===== config.mk =====
export PLATFORM = sky130hd
export DESIGN_NAME = decimal_segment_display_writer_top
export DESIGN_NICKNAME = d
export VERILOG_FILES = /design/src/design/dsdw_pkg.sv /design/src/design/dsdw_dabble.sv /design/src/design/decimal_segment_display_writer_top.sv
export SDC_FILE = /design/constraint.sdc
export NUM_CORES = 1
export LEC_CHECK = 0
export BUFFER_PORTS_ARGS = -buffer_cell sky130_fd_sc_hd__buf_2
export CAP_MARGIN = 10
export CORE_MARGIN = 4
export CORE_UTILIZATION = 40
export DETAILED_ROUTE_END_ITERATION = 7
export HOLD_SLACK_MARGIN = 0.12
export PLACE_DENSITY = 0.59
export SETUP_SLACK_MARGIN = 0.3
export SYNTH_ARGS = -nofsm -noshare
export SYNTH_HDL_FRONTEND = slang
export SYNTH_SLANG_ARGS = --single-unit

===== constraint.sdc =====
create_clock -name clk -period 5.5 [get_ports clk]
set_clock_uncertainty 0.05 [all_clocks]
set_input_delay 0.55 -clock clk [delete_from_list [all_inputs] [get_ports clk]]
set_output_delay 0.55 -clock clk [all_outputs]
set_load 0.005 [all_outputs]

===== src/design/dsdw_pkg.sv =====
// Package for the decimal segment display writer.
// Holds the sequencer state type, result kind codes and the segment and address tables.
// No dependencies.
package dsdw_pkg;

    typedef enum logic [2:0] {
        ST_IDLE,
        ST_ERROR,
        ST_CONVERT,
        ST_CLEAR,
        ST_WR_FIRST,
        ST_WR_SECOND
    } state_t;

    localparam logic [1:0] KIND_CLEAR = 2'd0;
    localparam logic [1:0] KIND_WRITE = 2'd1;
    localparam logic [1:0] KIND_RANGE = 2'd2;

    localparam int          VALUE_W  = 25;
    localparam int          POS_IDX_W = 3;
    localparam logic [3:0]  DP_BIT   = 4'b1000;

    function automatic logic [3:0] first_seg(input logic [3:0] d);
        logic [3:0] s;
        case (d)
            4'd0:    s = 4'hF;
            4'd1:    s = 4'h0;
            4'd2:    s = 4'hD;
            4'd3:    s = 4'h9;
            4'd4:    s = 4'h2;
            4'd5:    s = 4'hB;
            4'd6:    s = 4'hF;
            4'd7:    s = 4'h1;
            4'd8:    s = 4'hF;
            4'd9:    s = 4'hB;
            default: s = 4'h0;
        endcase
        return s;
    endfunction

    function automatic logic [3:0] second_seg(input logic [3:0] d);
        logic [3:0] s;
        case (d)
            4'd0:    s = 4'h5;
            4'd1:    s = 4'h5;
            4'd2:    s = 4'h3;
            4'd3:    s = 4'h7;
            4'd4:    s = 4'h7;
            4'd5:    s = 4'h6;
            4'd6:    s = 4'h6;
            4'd7:    s = 4'h5;
            4'd8:    s = 4'h7;
            4'd9:    s = 4'h7;
            default: s = 4'h0;
        endcase
        return s;
    endfunction

    function automatic logic [4:0] first_addr(input logic [POS_IDX_W-1:0] p);
        logic [4:0] a;
        case (p)
            3'd0:    a = 5'd19;
            3'd1:    a = 5'd21;
            3'd2:    a = 5'd9;
            3'd3:    a = 5'd11;
            3'd4:    a = 5'd13;
            3'd5:    a = 5'd15;
            3'd6:    a = 5'd17;
            default: a = 5'd0;
        endcase
        return a;
    endfunction

    function automatic logic [4:0] second_addr(input logic [POS_IDX_W-1:0] p);
        logic [4:0] a;
        case (p)
            3'd0:    a = 5'd18;
            3'd1:    a = 5'd20;
            3'd2:    a = 5'd22;
            3'd3:    a = 5'd10;
            3'd4:    a = 5'd12;
            3'd5:    a = 5'd14;
            3'd6:    a = 5'd16;
            default: a = 5'd0;
        endcase
        return a;
    endfunction

endpackage


===== src/design/dsdw_dabble.sv =====
// Iterative binary to BCD converter (shift and add-3), one bit per cycle.
// Used by the decimal segment display writer; no package dependencies.
module dsdw_dabble #(
    parameter int NUM_DIGITS = 7
) (
    input  logic                                clk,
    input  logic                                rst_n,
    input  logic                                load,
    input  logic [$clog2(10**NUM_DIGITS)-1:0]   bin_in,
    output logic                                done,
    output logic [4*NUM_DIGITS-1:0]             bcd
);

    localparam int BIN_W = $clog2(10**NUM_DIGITS);
    localparam int BCD_W = 4 * NUM_DIGITS;
    localparam int CNT_W = $clog2(BIN_W + 1);

    logic [CNT_W-1:0] cnt_reg, cnt_next;
    logic [BIN_W-1:0] bin_reg, bin_next;
    logic [BCD_W-1:0] bcd_reg, bcd_next;
    logic [BCD_W-1:0] adj;

    // Every digit that has reached five is bumped by three before the shift.
    always_comb
    begin
        for (int i = 0; i < NUM_DIGITS; i++)
        begin
            if (bcd_reg[i*4 +: 4] >= 4'd5)
                adj[i*4 +: 4] = bcd_reg[i*4 +: 4] + 4'd3;
            else
                adj[i*4 +: 4] = bcd_reg[i*4 +: 4];
        end
    end

    always_comb
    begin
        cnt_next = cnt_reg;
        bin_next = bin_reg;
        bcd_next = bcd_reg;
        if (load)
        begin
            cnt_next = CNT_W'(BIN_W);
            bin_next = bin_in;
            bcd_next = '0;
        end
        else if (cnt_reg != '0)
        begin
            cnt_next = cnt_reg - 1'b1;
            bin_next = {bin_reg[BIN_W-2:0], 1'b0};
            bcd_next = {adj[BCD_W-2:0], bin_reg[BIN_W-1]};
        end
    end

    always_ff @(posedge clk or negedge rst_n)
    begin
        if (!rst_n)
            cnt_reg <= '0;
        else
            cnt_reg <= cnt_next;
    end

    always_ff @(posedge clk)
    begin
        bin_reg <= bin_next;
        bcd_reg <= bcd_next;
    end

    assign done = (cnt_reg == '0);
    assign bcd  = bcd_reg;

endmodule


===== src/design/decimal_segment_display_writer_top.sv =====
// Top level of the decimal segment display writer: sequencer and result formatting.
// Depends on dsdw_pkg and dsdw_dabble.
//
//  channel   | ports                                         | handshake
//  ----------+-----------------------------------------------+--------------------------
//  request   | req_type, value                               | start high, busy low
//  result    | kind, seg_address, seg_nibble, last           | strobe, one cycle, no stall
//
// A request out of range gives its single word the cycle after acceptance.
// A valid request is accepted, then converted by shift and add-3 in the converter (BIN_W
// bits, 24 at seven digits), and the sequencer waits until it sees the converter finish.
// It then gives one clear word and two words per shown digit, one word a cycle.
// busy is high from the cycle after acceptance through the last word; reset is
// asynchronous and returns the sequencer to idle. The receiver cannot stall results.
module decimal_segment_display_writer_top #(
    parameter int NUM_DIGITS = 7
) (
    input  logic                          clk,
    input  logic                          rst_n,
    input  logic                          start,
    output logic                          busy,
    input  logic                          req_type,
    input  logic signed [dsdw_pkg::VALUE_W-1:0] value,
    output logic                          strobe,
    output logic [1:0]                    kind,
    output logic [4:0]                    seg_address,
    output logic [3:0]                    seg_nibble,
    output logic                          last
);

    import dsdw_pkg::*;

    localparam int                 BIN_W = $clog2(10**NUM_DIGITS);
    localparam int                 MAG_W = VALUE_W - 1;
    localparam logic [MAG_W-1:0]   LIMIT = MAG_W'(10**NUM_DIGITS);
    localparam int                 POS_W = $clog2(NUM_DIGITS);
    localparam int                 LEN_W = $clog2(NUM_DIGITS + 1);

    state_t             state_reg, state_next;
    logic [POS_W-1:0]   pos_reg, pos_next;
    logic [LEN_W-1:0]   len_reg, len_next;
    logic               mode_reg, mode_next;

    logic                     accept;
    logic                     out_of_range;
    logic                     cvt_load;
    logic                     cvt_done;
    logic [4*NUM_DIGITS-1:0]  cvt_bcd;
    logic [LEN_W-1:0]         shown_len;
    logic [3:0]               digit;
    logic                     final_pos;

    assign accept       = start && (state_reg == ST_IDLE);
    assign out_of_range = value[VALUE_W-1] || (value[MAG_W-1:0] >= LIMIT);
    assign cvt_load     = accept && !out_of_range;

    dsdw_dabble #(
        .NUM_DIGITS(NUM_DIGITS)
    ) u_dabble (
        .clk    (clk),
        .rst_n  (rst_n),
        .load   (cvt_load),
        .bin_in (value[BIN_W-1:0]),
        .done   (cvt_done),
        .bcd    (cvt_bcd)
    );

    // Shown length: the highest nonzero digit, but never below the mode's minimum.
    always_comb
    begin
        shown_len = mode_reg ? LEN_W'(3) : LEN_W'(1);
        for (int i = 0; i < NUM_DIGITS; i++)
        begin
            if ((cvt_bcd[i*4 +: 4] != 4'd0) && (LEN_W'(i + 1) > shown_len))
                shown_len = LEN_W'(i + 1);
        end
    end

    assign digit     = cvt_bcd[pos_reg*4 +: 4];
    assign final_pos = (LEN_W'(pos_reg) == len_reg - 1'b1);

    // Next state
    always_comb
    begin
        state_next = state_reg;
        pos_next   = pos_reg;
        len_next   = len_reg;
        mode_next  = mode_reg;
        case (state_reg)
            ST_IDLE:
            begin
                if (accept)
                begin
                    mode_next = req_type;
                    pos_next  = '0;
                    if (out_of_range)
                        state_next = ST_ERROR;
                    else
                        state_next = ST_CONVERT;
                end
            end
            ST_ERROR:
                state_next = ST_IDLE;
            ST_CONVERT:
            begin
                if (cvt_done)
                begin
                    len_next   = shown_len;
                    state_next = ST_CLEAR;
                end
            end
            ST_CLEAR:
                state_next = ST_WR_FIRST;
            ST_WR_FIRST:
                state_next = ST_WR_SECOND;
            ST_WR_SECOND:
            begin
                if (final_pos)
                    state_next = ST_IDLE;
                else
                begin
                    pos_next   = pos_reg + 1'b1;
                    state_next = ST_WR_FIRST;
                end
            end
            default:
                state_next = ST_IDLE;
        endcase
    end

    // Outputs
    always_comb
    begin
        busy        = 1'b1;
        strobe      = 1'b0;
        kind        = KIND_CLEAR;
        seg_address = 5'd0;
        seg_nibble  = 4'd0;
        last        = 1'b0;
        case (state_reg)
            ST_IDLE:
                busy = 1'b0;
            ST_ERROR:
            begin
                strobe = 1'b1;
                kind   = KIND_RANGE;
                last   = 1'b1;
            end
            ST_CONVERT:
                strobe = 1'b0;
            ST_CLEAR:
            begin
                strobe = 1'b1;
                kind   = KIND_CLEAR;
            end
            ST_WR_FIRST:
            begin
                strobe      = 1'b1;
                kind        = KIND_WRITE;
                seg_address = first_addr(POS_IDX_W'(pos_reg));
                seg_nibble  = first_seg(digit);
            end
            ST_WR_SECOND:
            begin
                strobe      = 1'b1;
                kind        = KIND_WRITE;
                seg_address = second_addr(POS_IDX_W'(pos_reg));
                seg_nibble  = second_seg(digit);
                // The units digit of an amount (position two) carries the decimal point.
                if (mode_reg && (POS_IDX_W'(pos_reg) == POS_IDX_W'(2)))
                    seg_nibble = second_seg(digit) | DP_BIT;
                last        = final_pos;
            end
            default:
                busy = 1'b0;
        endcase
    end

    always_ff @(posedge clk or negedge rst_n)
    begin
        if (!rst_n)
        begin
            state_reg <= ST_IDLE;
            pos_reg   <= '0;
            len_reg   <= '0;
            mode_reg  <= 1'b0;
        end
        else
        begin
            state_reg <= state_next;
            pos_reg   <= pos_next;
            len_reg   <= len_next;
            mode_reg  <= mode_next;
        end
    end

    a_accept_busy: assert property (@(posedge clk) disable iff (!rst_n)
        (start && !busy) |=> busy)
        else $error("request accepted but busy did not rise");

    a_last_idle: assert property (@(posedge clk) disable iff (!rst_n)
        (strobe && last) |=> !busy)
        else $error("block still busy after the last word");

    a_clear_then_write: assert property (@(posedge clk) disable iff (!rst_n)
        (strobe && (kind == KIND_CLEAR)) |=> (strobe && (kind == KIND_WRITE)))
        else $error("clear word not followed by a nibble write");

    a_write_pair: assert property (@(posedge clk) disable iff (!rst_n)
        (strobe && (kind == KIND_WRITE) && !last) |=> strobe)
        else $error("gap in the nibble write sequence");

endmodule

; After elaboration in Yosys (flattened, before gate mapping)
; Memories as Yosys holds them, arrays and structs flattened.
; Index checks and enable logic that the tools add are counted.
[word_totals]
register_bits = 67
rom_bits = 160
inputBits = 29
out_inout_bits = 14
word_cells = 119
memories = 3
[op_classes]
add_sub_neg = 10
n_lt_le_gt_ge = 15
eq_ne = 15
n_shift = 1
n_mux = 36
reduce_logical = 32
[memory_table]
columns = name, depth, width, read_ports, rd_clocked_by_memory_dff, wr, line
row1 = (no name shown), 16, 4, 1, 0, 0, dsdw_pkg.sv:25  ; case (d)
row2 = (no name shown), 16, 3, 1, 0, 0, dsdw_pkg.sv:43  ; case (d)
row3 = (no name shown), 16, 3, 1, 0, 0, dsdw_pkg.sv:43
[op_table]
columns = operator, count
row1 = $pmux W5 S7, 2
row2 = $mux W24, 2
row3 = $mux W3, 10
row4 = $ge A4 B3 Y1 const B, 7
row5 = $mux W4, 7
row6 = $reduce_bool A4 Y1, 7
row7 = $shiftx A28 B6 Y4, 1
row8 = $add A4 B2 Y4 const B, 6
row9 = $ge A24 B24 Y1 const B, 1
row10 = $eq A3 B3 Y1 const B, 5
row11 = $pmux W3 S5, 1
row12 = $eq A3 B2 Y1 const B, 4
row13 = $gt A3 B3 Y1 const A, 4
row14 = $logic_and A1 B1 Y1, 10
row15 = $mux W2, 5
row16 = $mux W5, 2
row17 = $pmux W5 S2, 1
row18 = $pmux W4 S2, 1
row19 = $eq A3 B1 Y1 const B, 2
row20 = $gt A2 B3 Y1 const A, 2
row21 = $logic_not A3 Y1, 2
row22 = $ne A2 B2 Y1 const B, 3
row23 = $pmux W3 S2, 1
row24 = $reduce_and A2 Y1, 3
row25 = other kinds (18), 20

; Depth between registers and ports, before layout
; Gate-level depths: netlist (run 1).
[logic_depth]
word_depth = 22
mapped_depth = 11
mapped_depth_nobuf = 9

; Hierarchy
; From an unflattened synthesis (run 1), not the netlist that was laid out.
[unflattened]
cells_unflattened = 502
area_unflattened_um2 = 4657.0
[by_module_without_submodules]
columns = mod, instances, cells_each, area_per_inst_um2, seq_area_each_um2
row1 = dsdw_dabble, 1, 305, 3118.0, 1406.3
row2 = decimal_segment_display_writer_top, 1, 197, 1539.0, 250.2

; Worst setup path after synthesis (run 1)
; OpenSTA, ideal clock, no wires.
[synth_timing]
path_type = in2reg
from = input port value[22] (netlist bit)
to = register u_dabble.bin_reg[0] (enable)
setup_time_ns = 0.384
t_arrival_ns = 2.100
required_time_ns = 5.066
setup_slack_ns = 2.965
stages = 6
n_path_buf = 1
path_cell_list = or2_2 a21oi_1 o31a_1 and2_4 buf_6 nand2b_1
[synth_between]
elab_chain_cells = 5
[synth_rtl]
columns = item, line
row1 = start: declaration, decimal_segment_display_writer_top.sv:23  ; input logic signed [dsdw_pkg::VALUE_W-1:0] value,
row2 = $ge A24 B24 Y1, decimal_segment_display_writer_top.sv:54  ; assign out_of_range = value[VALUE_W-1] || (value[MAG_W-1:0] >= LIMIT);
row3 = $logic_or A1 B1 Y1, decimal_segment_display_writer_top.sv:54
row4 = $logic_not A1 Y1, decimal_segment_display_writer_top.sv:55  ; assign cvt_load = accept && !out_of_range;
row5 = $logic_and A1 B1 Y1, decimal_segment_display_writer_top.sv:55
row6 = $reduce_bool A2 Y1 (no source line), n/a
row7 = end signal: assignment, dsdw_dabble.sv:64  ; bin_reg <= bin_next;
row8 = end: declaration, dsdw_dabble.sv:19  ; logic [BIN_W-1:0] bin_reg, bin_next;
; Every way passes these cells.
; A chain may end at the register's enable or synchronous reset.

; Final worst setup path (run 1)
[layout_timing]
from = register pos_reg[0]
to = output port seg_nibble[0]
[layout_between]
elab_chain_cells = 4
word_cells_on_any_way = 8
classes_between = eq/ne (1) / shift (1) / mux (2) / reduce/logical (1) / memory (3)
[layout_rtl]
columns = item, line
row1 = start: declaration, decimal_segment_display_writer_top.sv:40  ; logic [POS_W-1:0] pos_reg, pos_next;
row2 = start signal: assignment, decimal_segment_display_writer_top.sv:191  ; pos_reg <= pos_next;
row3 = $shiftx A28 B6 Y4 or $eq A3 B2 Y1 (tied branches), "decimal_segment_display_writer_top.sv:79, decimal_segment_display_writer_top.sv:170"
row4 = $mem_v2 Z16 W3 or $logic_and A1 B1 Y1 (tied branches), n/a
row5 = $mux W4, decimal_segment_display_writer_top.sv:170  ; if (mode_reg && (POS_IDX_W'(pos_reg) == POS_IDX_W'(2)))
row6 = $pmux W4 S2 (*), decimal_segment_display_writer_top.sv:140  ; case (state_reg)
row7 = end: declaration, decimal_segment_display_writer_top.sv:27  ; output logic [3:0] seg_nibble,
; Mark *: on every way between the ends. The rest lies on a longest branch, timed or not.

==> results of run 1 <==
power by group through the flow:
stage	clock, mW	sequential [mW]	combinational [mW]
finish	0.465	1.03	1.34
global route	0.506	1.07	1.53
CTS	0.478	1.03	1.35
detailed placement	0	1.04	1.34
global placement	0	1.04	1.30
floorplan	0	0.926	1.14
worst paths after layout:
path | startpoint | endpoint | slack, ns | cells after the start
setup / recovery | pos_reg[0] | seg_nibble[0] | 2.11 | 6
hold / removal | req_type | mode_reg | 0.38 | 2
setup reg to reg | state_reg[0] | u_dabble.bin_reg[20] | 2.60 | 4
hold reg to reg | u_dabble.bcd[27] | u_dabble.bcd[27] | 0.48 | 2
max in group asynchronous | rst_n | state_reg[2] | 4.55 | 2
min in group asynchronous | rst_n | u_dabble.cnt_reg[1] | 0.59 | 2
metrics by stage:
step	setup WS [ns]	util	total power, mW	std cells
floorplan	2.97	-	2.07	457
global placement	2.52	0.443	2.33	618
detailed placement	2.47	0.443	2.38	618
CTS	2.08	0.465	2.86	635
global route	1.92	0.465	3.11	635
finish	2.11	0.465	2.83	635
cells by family after synthesis:
group / share of synthesized area
compound gates: 0.155
fa+ha+maj: 0.0893
buf+inv: 0.0541
xor+xnor: 0.0262
simple gates: 0.174
flops: 0.381
mux: 0.120
layout make-up:
class / instances / area, um^2
Timing Repair Buffer: 46 / 243
Clock inverter: 7 / 100
Inverter: 30 / 113
Clock buffer: 9 / 124
Fill cell: 1014 / 5590
Sequential cell: 67 / 1660
Tap cell: 136 / 170
Multi-Input combinational cell: 340 / 2460
Yosys cell counts, types with 2 or more instances:
cell       n
mux2_4    20
a21oi_1   43
nor3_1     9
mux2_2     2
nor2_1    49
nor3b_1    7
a211o_1    2
nor2b_1    2
nand2b_1  12
ha_1      31
buf_6      5
nand3b_1   5
dfxtp_1   28
nand2_1   36
edfxtp_1  24
nand3_1   15
nor4b_2    2
a22oi_1    4
o221ai_1   3
o31ai_1    2
mux2i_1   11
xnor2_1   11
o21ai_0   26
dfrtp_1   15
clkbuf_1   8
inv_1     30
xor2_1     2
buf_2      5
a211oi_2   7
a21o_1     3
a31oi_1    4
mux2_1     4
metal layers:
layer | vias to the layer above | GRT usage | wire (um)
li1 | 1688 | - | -
met1 | 1567 | 0.202 | 4400
met2 | 58 | 0.236 | 4210
met3 | 9 | 0.0394 | 366
met4 | 0 | 0.0401 | 108
met5 | - | 0 | 0
repair_timing:
action	CTS	global route
hold buffers	1	0
hold endpoints to repair	15	0
gates resized for setup	0	0
==> impl_metrics.py, run 1 <==
metrics = {
    "pwr": {
        "power_frac_clock": 0.164,
        "netSwitchingFraction": 0.399,
        "vdd_drop_max_v": 0.000232,
        "leakagePower_nw": 2.08,
        "combPwrFrac": 0.472,
        "powerDensity_nw_per_um2": 582,
        "p_sw_mw": 1.13,
        "p_int_mw": 1.70,
        "seq_power_share": 0.364,
    },
    "floorplan": {
        "die_y_um": 112,
        "std_cell_rows": 37,
        "ios": 43,
        "dieArea_um2": 12600,
        "core_area_um2": 10500,
        "die_w_um": 112,
        "start_util": 0.415,
    },
    "setup_path": {
        "max_stage_delay_ns": 0.86,
        "cp_top_family": "multiplexers",
        "end_kind": "primary output",
        "cp-start-kind": "register",
        "worstPathCellList": "mux4_2, mux2i_4, mux2_4, nand3_2, nand3_1, buf_2",
        "critPathKind": "reg -> out",
        "path_buf_inv": 1,
        "crit_fanout": 19,
        "cp.arrival_ns": 2.79,
        "cp_slowest_cell": "dfrtp_1",
        "critPathRequiredTime_ns": 4.90,
    },
    "cts": {
        "root_buffer": "clkbuf_8",
        "clkTransAtPathRegs_ns": 0.08,
        "cts_buffer_depth": 2,
        "clk_latency_ns": 0.35,
        "numCtsBuffers": 9,
        "h-tree-depth": 3,
        "clock_sinks": 67,
        "post_cts_buffers": 0,
        "cts_tree": "done",
    },
    "route": {
        "post-route-drc-count": 0,
        "ant_nets": 0,
        "drtIter0Drc": 269,
        "drt-total-wl_mm": 9.09,
        "vias_per_cell": 5.23,
        "post_drt_wl_per_cell_um": 14.3,
        "firstDrtPassIters": 4,
        "via_count": 3322,
    },
    "synthesis": {
        "synth_top_area_frac": 0.166,
        "syn_nets": 517,
        "async_flop_share": 0.224,
        "syn_avg_cell_area_um2": 9.51,
        "syn_area_um2": 4350,
        "synth_top_area_cell": "edfxtp_1",
        "syn_inst": 457,
        "synth_seq_cells": 67,
        "ys_seq_area_frac": 0.381,
        "synth_area_leaders": "edfxtp_1, dfxtp_1, ha_1",
        "synth_flop_cell": "dfxtp_1",
        "synth-edff-count": 24,
        "ys_warn_count": 0,
        "yosys.cell_types.count": 62,
    },
    "sta": {
        "finalHoldViolCount": 0,
        "worst_slew_pin_slew_ns": 1.12,
        "finalSetupViolations": 0,
        "max_freq_mhz": 295,
        "finalCritPeriodShare": 0.617,
        "maxSlewHeadroom": 0.253,
        "setup_tns_ns": 0,
        "rsz0062_at_grt": "no",
        "fin_hold_ws_ns": 0.381,
        "drv_slew": 0,
        "period_needed_ns": 3.39,
    },
    "hold_path": {
        "hp-class": "in -> reg",
    },
    "cells_and_area": {
        "nNetsFinal": 554,
        "synthToLayoutAreaGrowth_pct": 12.0,
        "fin_area_um2": 4870,
        "final_cell_mix": "nor2_1, a21oi_1, buf_2",
        "diodes": 0,
        "final_common_cell": "nor2_1",
        "largest_reg_flops": 28,
        "drive_gt1_frac": 0.202,
    },
    "grt": {
        "grt_use_total": 0.149,
        "grt_pass1_vias": 3222,
        "grt_max_degree": 57,
        "overflow": 0,
        "grt_pass1_wl_mm": 15.5,
        "grt_antenna_before_repair": 0,
    },
    "placement": {
        "place_hpwl_mm": 6.58,
        "portBuffers": 42,
        "place.gp.congestion": 0.814,
        "placed_area_um2": 4630,
    },
    "job": {
        "drv_cap": 0,
    },
    "status": {
        "status": "finished, final reports clean",
    },
}
Power figures use the tool's default switching activity.
==> inputs of run 2 (changes only) <==
--- a/config.mk
+++ b/config.mk
@@ -5,13 +5,14 @@
 export SDC_FILE = /design/constraint.sdc
 export NUM_CORES = 1
 export LEC_CHECK = 0
+export ABC_AREA = 1
 export BUFFER_PORTS_ARGS = -buffer_cell sky130_fd_sc_hd__buf_2
 export CAP_MARGIN = 10
 export CORE_MARGIN = 4
 export CORE_UTILIZATION = 40
 export DETAILED_ROUTE_END_ITERATION = 7
 export HOLD_SLACK_MARGIN = 0.12
-export PLACE_DENSITY = 0.59
+export PLACE_DENSITY = 0.61
 export SETUP_SLACK_MARGIN = 0.3
 export SYNTH_ARGS = -nofsm -noshare
 export SYNTH_HDL_FRONTEND = slang
==> constraint.sdc (replaced) <==
create_clock -name clk -period 3.1 [get_ports clk]
set_clock_uncertainty 0.05 [all_clocks]
set_input_delay 0.31 -clock clk [delete_from_list [all_inputs] [get_ports clk]]
set_output_delay 0.31 -clock clk [all_outputs]
set_load 0.005 [all_outputs]
==> run 2 against run 1 <==
  * Core utilization fell by 1.0 points
  * Clock power grew 44%
  * Combinational power grew 90%
  * Sequential power rose by 62%
  * Via count up 22%
  * Total power grew 72%
  * Critical path depth is 3 higher
  * Non-clock buffer count up 2
  * Flip-flop and latch count is the same
  * Sequential share of layout area shrank 0.50 points
  * Critical path type unchanged
  * Area after synthesis grew 2.4%
  * Global-route usage up 1.4 points
  * Largest cell class unchanged
==> impl_metrics.py, run 2 <==
metrics = {
    "status": {
        "status": "finished, final reports clean",
    },
    "pwr": {
        "vdd_drop_max_v": 0.000372,
        "powerDensity_nw_per_um2": 985,
        "leakagePower_nw": 2.66,
    },
    "route": {
        "firstDrtPassIters": 5,
        "post_drt_wl_per_cell_um": 12.0,
        "drtIter0Drc": 216,
        "post-route-drc-count": 0,
        "ant_nets": 0,
        "vias_per_cell": 4.91,
        "via_count": 4061,
        "drt-total-wl_mm": 9.96,
    },
    "placement": {
        "portBuffers": 42,
        "place.gp.congestion": 0.828,
        "place_hpwl_mm": 7.29,
        "dp.cells": 808,
        "placed_area_um2": 4740,
    },
    "hold_path": {
        "min_path_cells": 3,
        "hp-class": "in -> reg",
        "hold-path-endpoint": "u_dabble.bin_reg[0]",
        "min-delay-start": "value[0]",
    },
    "synthesis": {
        "synth_top_area_cell": "edfxtp_1",
        "ys_warn_count": 0,
        "synth_area_leaders": "edfxtp_1, nand2_1, dfxtp_1",
        "yosysMostFrequentCell": "nand2_1",
        "syn_area_um2": 4450,
        "synth_seq_cells": 67,
        "synth_flop_cell": "dfxtp_1",
        "synth-edff-count": 24,
        "ys_seq_area_frac": 0.372,
        "syn_nets": 703,
        "yosys.cell_types.count": 31,
        "synth_top_area_frac": 0.162,
        "async_flop_share": 0.224,
        "syn_inst": 643,
        "synth_commonest_cells": "nand2_1, inv_1, o21ai_0",
        "syn_avg_cell_area_um2": 6.92,
    },
    "cells_and_area": {
        "ff_latch_area_um2": 1660,
        "largest_reg_flops": 28,
        "final_cell_mix": "nand2_1, inv_1, o21ai_0",
        "diodes": 0,
        "synthToLayoutAreaGrowth_pct": 11.4,
        "n_fill_cell": 1140,
        "drive_gt1_frac": 0.106,
        "fin_area_um2": 4960,
        "multiInputGateArea_um2": 2230,
        "nNetsFinal": 742,
        "instances_no_fill": 827,
        "final_common_cell": "nand2_1",
    },
    "sta": {
        "drv_slew": 0,
        "finalCritPeriodShare": 0.820,
        "rsz0062_at_grt": "no",
        "finalSetupViolations": 0,
        "setup_tns_ns": 0,
        "finalHoldViolCount": 0,
        "fin_hold_ws_ns": 0.212,
        "maxSlewHeadroom": 0.517,
        "period_needed_ns": 2.54,
        "max_freq_mhz": 393,
        "worst_slew_pin_slew_ns": 0.725,
    },
    "grt": {
        "grt_pass1_wl_mm": 17.2,
        "grt_antenna_before_repair": 0,
        "overflow": 0,
        "grt_pass1_vias": 3832,
        "grt_max_degree": 81,
        "grt_use_total": 0.163,
    },
    "cts": {
        "clk_latency_ns": 0.35,
        "clock_sinks": 67,
        "root_buffer": "clkbuf_8",
        "h-tree-depth": 3,
        "cts_tree": "done",
        "clkTransAtPathRegs_ns": 0.08,
        "numCtsBuffers": 9,
        "cts_buffer_depth": 2,
    },
    "floorplan": {
        "std_cell_rows": 38,
        "ios": 43,
        "dieArea_um2": 12900,
        "start_util": 0.409,
        "die_w_um": 113,
        "core_area_um2": 10900,
        "die_y_um": 113,
    },
    "setup_path": {
        "critPathRequiredTime_ns": 2.74,
        "critPathKind": "reg -> out",
        "r2r_end": "u_dabble.bin_reg[8]",
        "r2r-start": "state_reg[2]",
        "cp.arrival_ns": 2.18,
        "end_kind": "primary output",
        "reg2regPathDepth": 8,
        "cp-start-kind": "register",
        "regToRegSetupSlack_ns": 0.94,
        "crit_fanout": 11,
    },
    "job": {
        "drv_cap": 0,
    },
}
## run 2: changes by cell type after synthesis, sizes merged, moves of 7 or more
cell / before / now
buf: 12 / 20
clkbuf: 8 / 0
nand2b: 12 / 0
inv: 30 / 119
nand3: 16 / 64
a211oi: 8 / 0
mux2i: 12 / 0
nor3b: 7 / 0
o21ai: 27 / 79
nand2: 36 / 166
xnor2: 11 / 3
nor3: 9 / 2
mux2: 26 / 0
a21oi: 44 / 20
## run 2: worst max-delay path by stage
stage            startpoint             endpoint  slack (ns)  cells after the start
2_1_floorplan  state_reg[1]  u_dabble.bin_reg[0]        0.98                      8
3_3_place_gp     pos_reg[0]        seg_nibble[3]        0.76                     11
3_5_place_dp     pos_reg[0]        seg_nibble[3]        0.67                     11
4_1_cts          pos_reg[1]        seg_nibble[1]        0.35                     12
5_1_grt          pos_reg[2]        seg_nibble[1]        0.31                     11
6_report         pos_reg[0]       seg_address[4]        0.56                      9
## run 2: cells by family (layout without fill, tap and decap cells)
family,after synthesis,count (layout),share of synthesized area
AO/OA/AOI/OAI,109,109,0.127
buffers and inverters,139,183,0.127
flip-flops,67,67,0.372
AND/OR/NAND/NOR,289,289,0.270
adder cells (fa/ha/maj),31,31,0.0872
XOR/XNOR,8,8,0.0157
## run 2: through the flow
step                      utilization  worst slack [ns]  power [mW]
after global routing            0.455             0.313        5.48
after detailed placement        0.435             0.674        4.21
after floorplan                     -             0.980        3.63
after global placement          0.435             0.755        4.11
after CTS                       0.453             0.355        4.91
final                           0.455             0.557        4.88
## run 2: what timing repair did
| item | 4_1_cts | 5_1_grt |
|---|---|---|
| resized for setup | 1 | 5 |
| hold buffers | 2 | 0 |
| setup buffers | 0 | 1 |
| endpoints found under the hold margin | 16 | 0 |
| endpoints found under the setup margin | 2 | 5 |
| pin swaps | 0 | 0 |
## run 2: cell type report
class / instances / share of cell area
clock buffers: 9 / 0.0250
repair buffers: 48 / 0.0525
clock inverters: 7 / 0.0104
inverters: 119 / 0.0911
multi-input cells: 437 / 0.450
flip-flops and latches: 67 / 0.335
well taps: 140 / 0.0353
## run 2: layer usage
metal | global-route usage | wire, um
met5 | 0 | 0
met4 | 0.0753 | 162
met3 | 0.0292 | 415
met2 | 0.269 | 4750
met1 | 0.207 | 4630
## run 2: critical path: stages, from the launching register on
cell and delay (ns):
dfrtp_4 0.55, clkbuf_4 0.22, ha_1 0.23, nor2_1 0.12
inv_1 0.08, a21oi_1 0.20, nand3_1 0.12, nand2_1 0.11
o22ai_1 0.07, buf_2 0.13
## run 2: where the power goes
part           leakage (nW)  switching, mW  internal (mW)
clock network        0.0876          0.376          0.294
registers             0.697          0.305           1.37
logic                  1.87           1.57          0.964
==> inputs of run 3 (changes only) <==
--- a/config.mk
+++ b/config.mk
@@ -12,7 +12,7 @@
 export CORE_UTILIZATION = 40
 export DETAILED_ROUTE_END_ITERATION = 7
 export HOLD_SLACK_MARGIN = 0.12
-export PLACE_DENSITY = 0.61
+export PLACE_DENSITY = 0.59
 export SETUP_SLACK_MARGIN = 0.3
 export SYNTH_ARGS = -nofsm -noshare
 export SYNTH_HDL_FRONTEND = slang
==> constraint.sdc (replaced) <==
create_clock -name clk -period 2.5 [get_ports clk]
set_clock_uncertainty 0.05 [all_clocks]
set_input_delay 0.25 -clock clk [delete_from_list [all_inputs] [get_ports clk]]
set_output_delay 0.25 -clock clk [all_outputs]
set_load 0.005 [all_outputs]
==> run 3 against run 2 <==
  * Wire length grew 5.5%
  * Combinational power grew 49%
  * Total power grew 36%
  * Cell count grew 1.9%
  * Critical path type unchanged
  * Register-to-register slack lost 0.47 ns
  * Largest power group unchanged
  * Core utilization grew 3.5 points
  * Critical endpoint is now seg_nibble[1]
==> impl_metrics.py, run 3 (synthesized netlist as in run 2, its figures left out) <==
metrics = {
    "floorplan": {
        "ios": 43,
        "std_cell_rows": 38,
        "die_w_um": 113,
        "core_area_um2": 10900,
        "die_y_um": 113,
        "dieArea_um2": 12900,
        "start_util": 0.409,
    },
    "placement": {
        "portBuffers": 42,
        "place_hpwl_mm": 7.27,
        "pre_cts_ws_ns": 0.279,
        "place.gp.congestion": 0.818,
    },
    "route": {
        "drtIter0Drc": 200,
        "drt-total-wl_mm": 10.5,
        "firstDrtPassIters": 4,
        "ant_nets": 0,
        "vias_per_cell": 4.88,
        "via_count": 4116,
        "post_drt_wl_per_cell_um": 12.5,
        "post-route-drc-count": 0,
    },
    "grt": {
        "grtUsageMet1": 0.212,
        "grt_pass1_wl_mm": 18.1,
        "grt_max_degree": 52,
        "top_usage_layer": "met2",
        "grt_pass1_vias": 4147,
        "overflow": 0,
        "gr-usage-met2": 0.293,
        "grt_antenna_before_repair": 0,
        "grtUsageMet3": 0.0308,
        "grt_use_total": 0.173,
    },
    "cells_and_area": {
        "nNetsFinal": 758,
        "diodes": 0,
        "drive_gt1_frac": 0.192,
        "largest_reg_flops": 28,
        "final_cell_mix": "nand2_1, inv_1, o21ai_0",
        "fin_util": 0.490,
        "final_common_cell": "nand2_1",
        "synthToLayoutAreaGrowth_pct": 19.9,
    },
    "pwr": {
        "leakagePower_nw": 2.78,
        "p_sw_mw": 3.10,
        "vdd_drop_max_v": 0.000503,
        "combPwrFrac": 0.568,
        "power_mw": 6.66,
        "p_int_mw": 3.56,
        "powerDensity_nw_per_um2": 1250,
        "seq_power_share": 0.311,
        "netSwitchingFraction": 0.465,
        "power_frac_clock": 0.121,
    },
    "setup_path": {
        "critPathRequiredTime_ns": 2.20,
        "cp.arrival_ns": 2.04,
        "end_kind": "primary output",
        "critPathKind": "reg -> out",
        "cp-start-kind": "register",
        "crit_fanout": 7,
    },
    "sta": {
        "finalHoldViolCount": 0,
        "period_needed_ns": 2.34,
        "finalCritPeriodShare": 0.937,
        "worst_slew_pin_slew_ns": 0.608,
        "drv_slew": 0,
        "layout_setup_ws_ns": 0.156,
        "max_freq_mhz": 427,
        "finalSetupViolations": 0,
        "rsz0062_at_grt": "yes",
        "maxSlewHeadroom": 0.594,
        "setup_tns_ns": 0,
    },
    "cts": {
        "clock_sinks": 67,
        "cts_tree": "done",
        "root_buffer": "clkbuf_8",
        "clk_latency_ns": 0.36,
        "numCtsBuffers": 9,
        "clkTransAtPathRegs_ns": 0.08,
        "cts_buffer_depth": 2,
        "h-tree-depth": 3,
    },
    "job": {
        "drv_cap": 0,
    },
    "hold_path": {
        "hp-class": "in -> reg",
    },
    "status": {
        "status": "finished, final reports clean",
    },
}
## run 3: cell type report
class | count | area (um^2)
well taps | 140 | 175
flip-flops and latches | 67 | 1660
clock buffers | 10 | 128
clock inverters | 6 | 42.5
inverters | 119 | 462
multi-input cells | 437 | 2460
fillers | 1099 | 5550
repair inverters | 1 | 6.26
repair buffers | 63 | 399
## run 3: metrics by stage
stage | cell area [um^2] | hold WS (ns) | std cells
floorplan | 4450 | -0.0956 | 643
global placement | 4770 | 0.135 | 812
detailed placement | 4770 | 0.141 | 812
CTS | 5240 | 0.154 | 841
global route | 5340 | 0.181 | 843
finish | 5340 | 0.176 | 843
## run 3: final timing paths
path | from | to | slack (ns) | cells after the start
setup / recovery | pos_reg[0] | seg_nibble[1] | 0.16 | 13
hold / removal | value[2] | u_dabble.bin_reg[2] | 0.18 | 3
setup reg to reg | u_dabble.cnt_reg[0] | u_dabble.bin_reg[14] | 0.47 | 7
hold reg to reg | u_dabble.cnt_reg[3] | u_dabble.cnt_reg[3] | 0.46 | 2
max in group asynchronous | rst_n | pos_reg[1] | 1.82 | 2
min in group asynchronous | rst_n | pos_reg[0] | 0.28 | 2
## run 3: per-layer routing
layer / part of all wire / vias up / wire length (um)
met3: 0.034 / 21 / 354
li1: - / 2150 / -
met2: 0.49 / 54 / 5150
met5: 0 / - / 0
met1: 0.45 / 1891 / 4770
met4: 0.023 / 0 / 238
## run 3: power by group through the flow
stage / clock, mW / combinational [mW] / sequential [mW]
final: 0.808 / 3.78 / 2.07
after global routing: 0.873 / 4.38 / 2.14
after CTS: 0.846 / 3.58 / 2.07
after detailed placement: 0 / 3.14 / 2.09
after global placement: 0 / 3.06 / 2.07
after floorplan: 0 / 2.54 / 1.96
## run 3: critical path, cell delays in order, from the launching register on
cell	delay (ns)
dfrtp_2	0.51
buf_6	0.16
nand2_2	0.06
nand3_2	0.07
nand3_2	0.09
nand2_4	0.15
inv_4	0.06
ha_4	0.15
nand3_2	0.07
nand2_1	0.06
nand2_1	0.05
nand3_1	0.06
nand2_1	0.08
buf_2	0.10
## run 3: timing repair
item,4_1_cts,5_1_grt
endpoints found under the setup margin,9,10
hold buffers,3,0
endpoints found under the hold margin,17,0
pin swaps,19,11
buffers inserted,9,2
gates resized for setup,53,19
gates cloned,1,0
